**src/design/sem_pkg.sv**
```systemverilog
// ----------------------------------------------------------------------------
// Sobel edge magnitude: shared types and helpers
// Pixel and window types, stage control, gradient and square root steps.
// ----------------------------------------------------------------------------
package sem_pkg;

	typedef logic [23:0] pixel_t;
	typedef logic [8:0][23:0] window_t;
	typedef logic signed [10:0] grad_t;
	typedef logic [20:0] energy_t;

	typedef struct packed {
		logic valid;
		logic last;
	} stage_ctl_t;

	typedef struct packed {
		logic        sat;
		logic [15:0] rad;
		logic [10:0] rem;
		logic [7:0]  root;
	} root_lane_t;

	localparam logic OP_PIXEL = 1'b0;
	localparam logic OP_DRAIN = 1'b1;

	localparam int CFG_INDEX_W = 1;
	localparam int CFG_DATA_W  = 11;
	localparam logic [CFG_INDEX_W-1:0] CFG_FRAME_WIDTH  = 1'b0;
	localparam logic [CFG_INDEX_W-1:0] CFG_FRAME_HEIGHT = 1'b1;
	localparam int CFG_DIM_RESET = 1024;

	localparam logic [7:0] EDGE_MAX  = 8'd255;
	localparam energy_t    SAT_LEVEL = 21'd65281;

	// (a + 2b + c) - (d + 2e + f)
	function automatic grad_t grad(logic [7:0] a, logic [7:0] b, logic [7:0] c,
			logic [7:0] d, logic [7:0] e, logic [7:0] f);
		logic [9:0] pos;
		logic [9:0] neg;
		pos = 10'(a) + {1'b0, b, 1'b0} + 10'(c);
		neg = 10'(d) + {1'b0, e, 1'b0} + 10'(f);
		return $signed({1'b0, pos}) - $signed({1'b0, neg});
	endfunction

	function automatic root_lane_t root_init(energy_t s);
		root_lane_t y;
		y.sat  = (s >= SAT_LEVEL);
		y.rad  = s[15:0];
		y.rem  = '0;
		y.root = '0;
		return y;
	endfunction

	// one digit of the restoring square root
	function automatic root_lane_t root_step(root_lane_t x);
		root_lane_t y;
		logic [10:0] part;
		logic [10:0] trial;
		part  = {x.rem[8:0], x.rad[15:14]};
		trial = {1'b0, x.root, 2'b01};
		y     = x;
		y.rad = {x.rad[13:0], 2'b00};
		if (part >= trial) begin
			y.rem  = part - trial;
			y.root = {x.root[6:0], 1'b1};
		end else begin
			y.rem  = part;
			y.root = {x.root[6:0], 1'b0};
		end
		return y;
	endfunction

	function automatic root_lane_t root_pair(root_lane_t x);
		return root_step(root_step(x));
	endfunction

endpackage

```
**src/design/sem_magnitude.sv**
```systemverilog
// ----------------------------------------------------------------------------
// Sobel edge magnitude: gradient and rounded root pipeline
// Gx and Gy per channel, sum of squares, then a two-digit-per-stage
// square root with rounding into the result register.
// ----------------------------------------------------------------------------
module sem_magnitude (
	input  logic                 clk,
	input  logic                 arst_n,
	input  logic                 adv,
	input  sem_pkg::window_t     win_s1,
	input  sem_pkg::stage_ctl_t  ctl_s1,
	output logic                 res_valid,
	output logic                 res_last,
	output logic [7:0]           res_edge [3]
);

	sem_pkg::stage_ctl_t  ctl_s2, ctl_s3, ctl_s4, ctl_s5, ctl_s6, ctl_s7;
	sem_pkg::grad_t       gx_s2 [3];
	sem_pkg::grad_t       gy_s2 [3];
	sem_pkg::energy_t     sq_s3 [3];
	sem_pkg::root_lane_t  lane_s4 [3];
	sem_pkg::root_lane_t  lane_s5 [3];
	sem_pkg::root_lane_t  lane_s6 [3];
	sem_pkg::root_lane_t  lane_s7 [3];

	logic [7:0]           p [3][9];
	logic signed [21:0]   sqx [3];
	logic signed [21:0]   sqy [3];
	logic [21:0]          tot [3];
	logic [8:0]           rounded [3];
	logic [7:0]           edge_n [3];

	always_comb begin
		for (int ch = 0; ch < 3; ch++) begin
			for (int i = 0; i < 9; i++) begin
				p[ch][i] = win_s1[i][23-8*ch -: 8];
			end
			sqx[ch] = gx_s2[ch] * gx_s2[ch];
			sqy[ch] = gy_s2[ch] * gy_s2[ch];
			tot[ch] = $unsigned(sqx[ch]) + $unsigned(sqy[ch]);
			// round up when s exceeds q*q + q, i.e. remainder above q
			rounded[ch] = {1'b0, lane_s7[ch].root} +
				9'(lane_s7[ch].rem > 11'(lane_s7[ch].root));
			edge_n[ch] = lane_s7[ch].sat ? sem_pkg::EDGE_MAX : rounded[ch][7:0];
		end
	end

	always_ff @(posedge clk or negedge arst_n) begin
		if (!arst_n) begin
			ctl_s2    <= '0;
			ctl_s3    <= '0;
			ctl_s4    <= '0;
			ctl_s5    <= '0;
			ctl_s6    <= '0;
			ctl_s7    <= '0;
			res_valid <= 1'b0;
			res_last  <= 1'b0;
		end else if (adv) begin
			ctl_s2    <= ctl_s1;
			ctl_s3    <= ctl_s2;
			ctl_s4    <= ctl_s3;
			ctl_s5    <= ctl_s4;
			ctl_s6    <= ctl_s5;
			ctl_s7    <= ctl_s6;
			res_valid <= ctl_s7.valid;
			res_last  <= ctl_s7.last;
		end
	end

	always_ff @(posedge clk) begin
		if (adv) begin
			for (int ch = 0; ch < 3; ch++) begin
				gx_s2[ch] <= sem_pkg::grad(p[ch][2], p[ch][5], p[ch][8],
					p[ch][0], p[ch][3], p[ch][6]);
				gy_s2[ch] <= sem_pkg::grad(p[ch][6], p[ch][7], p[ch][8],
					p[ch][0], p[ch][1], p[ch][2]);
				sq_s3[ch]    <= tot[ch][20:0];
				lane_s4[ch]  <= sem_pkg::root_pair(sem_pkg::root_init(sq_s3[ch]));
				lane_s5[ch]  <= sem_pkg::root_pair(lane_s4[ch]);
				lane_s6[ch]  <= sem_pkg::root_pair(lane_s5[ch]);
				lane_s7[ch]  <= sem_pkg::root_pair(lane_s6[ch]);
				res_edge[ch] <= edge_n[ch];
			end
		end
	end

endmodule
```
**config.mk**
```make
export PLATFORM = sky130hd
export DESIGN_NAME = sem_magnitude
export DESIGN_NICKNAME = d
export VERILOG_FILES = /design/src/design/sem_pkg.sv /design/src/design/sem_magnitude.sv
export SDC_FILE = /design/constraint.sdc
export NUM_CORES = 2
export LEC_CHECK = 0
export BUFFER_PORTS_ARGS = -buffer_cell sky130_fd_sc_hd__buf_2
export CAP_MARGIN = 25
export CORE_MARGIN = 5
export CORE_UTILIZATION = 25
export CTS_CLUSTER_SIZE = 28
export DETAILED_ROUTE_END_ITERATION = 8
export PLACE_DENSITY = 0.47
export SYNTH_ARGS = -nofsm -noshare
export SYNTH_HDL_FRONTEND = slang
export SYNTH_SLANG_ARGS = --single-unit
```
**constraint.sdc**
```tcl
create_clock -name clk -period 16.45 [get_ports clk]
set_clock_uncertainty 0.1 [all_clocks]
set_input_delay 4.1125 -clock clk [delete_from_list [all_inputs] [get_ports clk]]
set_output_delay 4.1125 -clock clk [all_outputs]
set_load 0.01 [all_outputs]
```
==> impl_metrics.tcl <==
set metrics [dict create \
    path_max_fanout 13 \
    die_x_um 468 \
    htreeDepth 2 \
    critPathMostFrequentCell "fa_1" \
    postCtsSetupBuffers 0 \
    start_util 0.251 \
    clockRootBuffer "clkbuf_16" \
    cp.required_ns 16.79 \
    yosys.area.top_type_share 0.327 \
    core.rowCount 168 \
    path_depth 21 \
    route.met2.wl_um 52000 \
    slew-limit-headroom 0.319 \
    yosysMostFrequentCell "inv_1" \
    ys_warn_count 0 \
    cap_violations 0 \
    finalSetupTns_ns 0 \
    io_pins 247 \
    grt-ovfl-total 0 \
    layout_min_cycle_time_ns 7.88 \
    fmax_ghz 0.127 \
    grt_pass1_wl_um 190000 \
    antenna_found_initial 13 \
    io_buffers 222 \
    finalHoldViolations 0 \
    coreArea_um2 209000 \
    cpMaxStageDelayCell "edfxtp_1" \
    drive_gt1_frac 0.0756 \
    routed_wl_um 113000 \
    die_h_um 468 \
    clk_pin_slew_ns 0.06 \
    cts_made_buffers 58 \
    synth_enable_flop_cells 405 \
    cts_tree "done" \
    status "finished clean" \
    dieArea_um2 219000 \
    viasPerCell 4.10 \
    pre_cts_ws_ns 7.74 \
    ys_ff_latch 419 \
    path_buf_inv 5 \
    grt_use_total 0.107 \
    rsz0062_at_grt "no" \
    cts_hold_buffers 0 \
    wl_per_cell_um 13.9 \
    worst_slew_pin_slew_ns 1.01 \
    synth.distinct_cells 83 \
    fillers 22100 \
    ys_top_cells_by_count "inv_1, fa_1, ha_1" \
    period_share 0.479 \
    via_count 33200 \
    wl_met3_um 4200 \
    met1_length_um 54800 \
    path_cells "nand2_1 > fa_1 > inv_1 > fa_1 > inv_1 > fa_1 > fa_1 > inv_1 > fa_1 > fa_1 > inv_1 > fa_1 > inv_1 > ha_1 > or3_1 > a311oi_1 > o31ai_1 > o41ai_1 > o2111ai_1 > a21oi_1 > xnor2_1" \
    gp_congestion 0.818 \
    synth_ff_type "edfxtp_1" \
    async_flop_share 0.0334 \
    clkSinkCount 419 \
    clock_path_buffers 3 \
    place_area_um2 56900 \
    place_hpwl_um 95500 \
    synth_largest_area_cell "fa_1" \
    clk_latency_ns 0.69 \
    min_delay_path_depth 0 \
    syn_nets 6600 \
    grt_pass1_vias 36300 \
    slew_viol_final 0 \
    synth.cell_area_um2 52500 \
    critPathMaxStageDelay_ns 0.79 \
    cts_resized 0 \
    critical-path-top-delay-family "adder cells" \
    r2r_cells 21 \
    setup_violations 0 \
    highest_layer "met5" \
    cp.arrival_ns 8.22 \
    postLayoutCellArea_um2 58900 \
    syn_to_final_growth_pct 12.0 \
    min_path_type "register to register" \
    route.detailed.drc 0 \
    cp-start-kind "register" \
    worst_slack_ns 8.57 \
    worst_setup_path_end_kind "register" \
    syn_area_per_cell_um2 10.4 \
    fin_nets 6807 \
    drt_iter0_markers 1320 \
    seq_area_frac_synth 0.238 \
    synthCells 5047 \
    path_class "register to register" \
    grt_max_degree 172 \
    firstDrtPassIters 5 \
    drtAntennaViolNets 0 \
    synthTopCellsByArea "fa_1, edfxtp_1, ha_1, inv_1, xnor2_1" \
]
-- cells by family after synthesis --
family | count (synthesis) | share of synthesized area
buf+inv | 1387 | 0.0998
fa+ha+maj | 1332 | 0.440
simple gates | 1061 | 0.101
compound gates | 511 | 0.0629
flops | 419 | 0.238
xor+xnor | 292 | 0.0487
mux | 45 | 0.00941
-- per-stage QoR --
step,util,hold slack [ns],instances
4_1_cts,0.281,0.310,8106
3_5_place_dp,0.272,0.305,7999
3_3_place_gp,0.272,0.301,7999
5_1_grt,0.281,0.317,8111
6_report,0.281,0.310,8111
2_1_floorplan,-,0.300,5047
-- state kept, by name, summed over array words and instances (netlist names) --
signal	flops
ctl_s5	2
ctl_s3	2
sq_s3	63
gy_s2	33
res_last	1
ctl_s6	2
res_edge	24
ctl_s4	2
lane_s4	66
res_valid	1
gx_s2	33
lane_s5	66
lane_s7	60
lane_s6	60
ctl_s7	2
ctl_s2	2
-- layer usage --
layer,global-route usage,vias to the layer above
met2,0.176,449
li1,-,16300
met1,0.150,16400
met4,0.0205,12
met5,0,-
met3,0.0174,99
-- worst paths after layout --
| path | startpoint | slack (ns) | to |
|---|---|---|---|
| hold / removal | lane_s6[0][63]$_DFFE_PP_ | 0.31 | lane_s7[0][63]$_DFFE_PP_ |
| max in group asynchronous | arst_n | 12.78 | ctl_s2[0]$_DFFE_PN0P_ |
| hold reg to reg | lane_s6[0][63]$_DFFE_PP_ | 0.31 | lane_s7[0][63]$_DFFE_PP_ |
| setup reg to reg | gx_s2[0][3]$_DFFE_PP_ | 8.57 | sq_s3[0][20]$_DFFE_PP_ |
| min in group asynchronous | arst_n | 3.23 | ctl_s6[1]$_DFFE_PN0P_ |
| setup / recovery | gx_s2[0][3]$_DFFE_PP_ | 8.57 | sq_s3[0][20]$_DFFE_PP_ |
-- area by class of cell --
class	count	area, um2	share of cell area
multi-input combinational	3241	34800	0.591
sequential	419	12500	0.213
inverter	1297	4870	0.0828
tap	2805	3510	0.0596
clock buffer	65	1480	0.0251
timing repair buffer	237	1250	0.0212
clock inverter	42	447	0.00759
antenna	5	12.5	0.000213
-- placed cells by master, fill, tap and decap left out, types with 10 or more instances in the layout --
master,synthesis,layout
inv_1,1289,1289
fa_1,858,858
ha_1,474,474
edfxtp_1,405,405
nand2_1,304,304
xnor2_1,238,238
nor2_1,223,223
buf_2,10,221
a21oi_1,153,153
o21ai_0,119,119
and2_1,115,115
nor2b_1,84,84
nand3_1,63,63
nor3_1,58,58
clkbuf_16,0,58
xor2_1,54,54
nand2b_1,51,51
o21a_1,36,36
a21o_1,33,33
mux2_2,23,23
and3_1,22,22
nor4_1,19,19
mux2i_1,19,19
or2_2,18,18
nand4_1,18,18
or3_1,17,17
dfrtp_1,14,14
buf_4,3,14
o41ai_1,12,12
or4_1,12,12
o21bai_1,12,12
a211oi_1,12,12
nor4b_1,12,12
a31oi_1,11,11
a21boi_0,10,10
clkinv_1,2,10
Power is left out: the tool's default activity adds up to more than one toggle a clock period on the data nets, which glitch-free logic cannot reach.
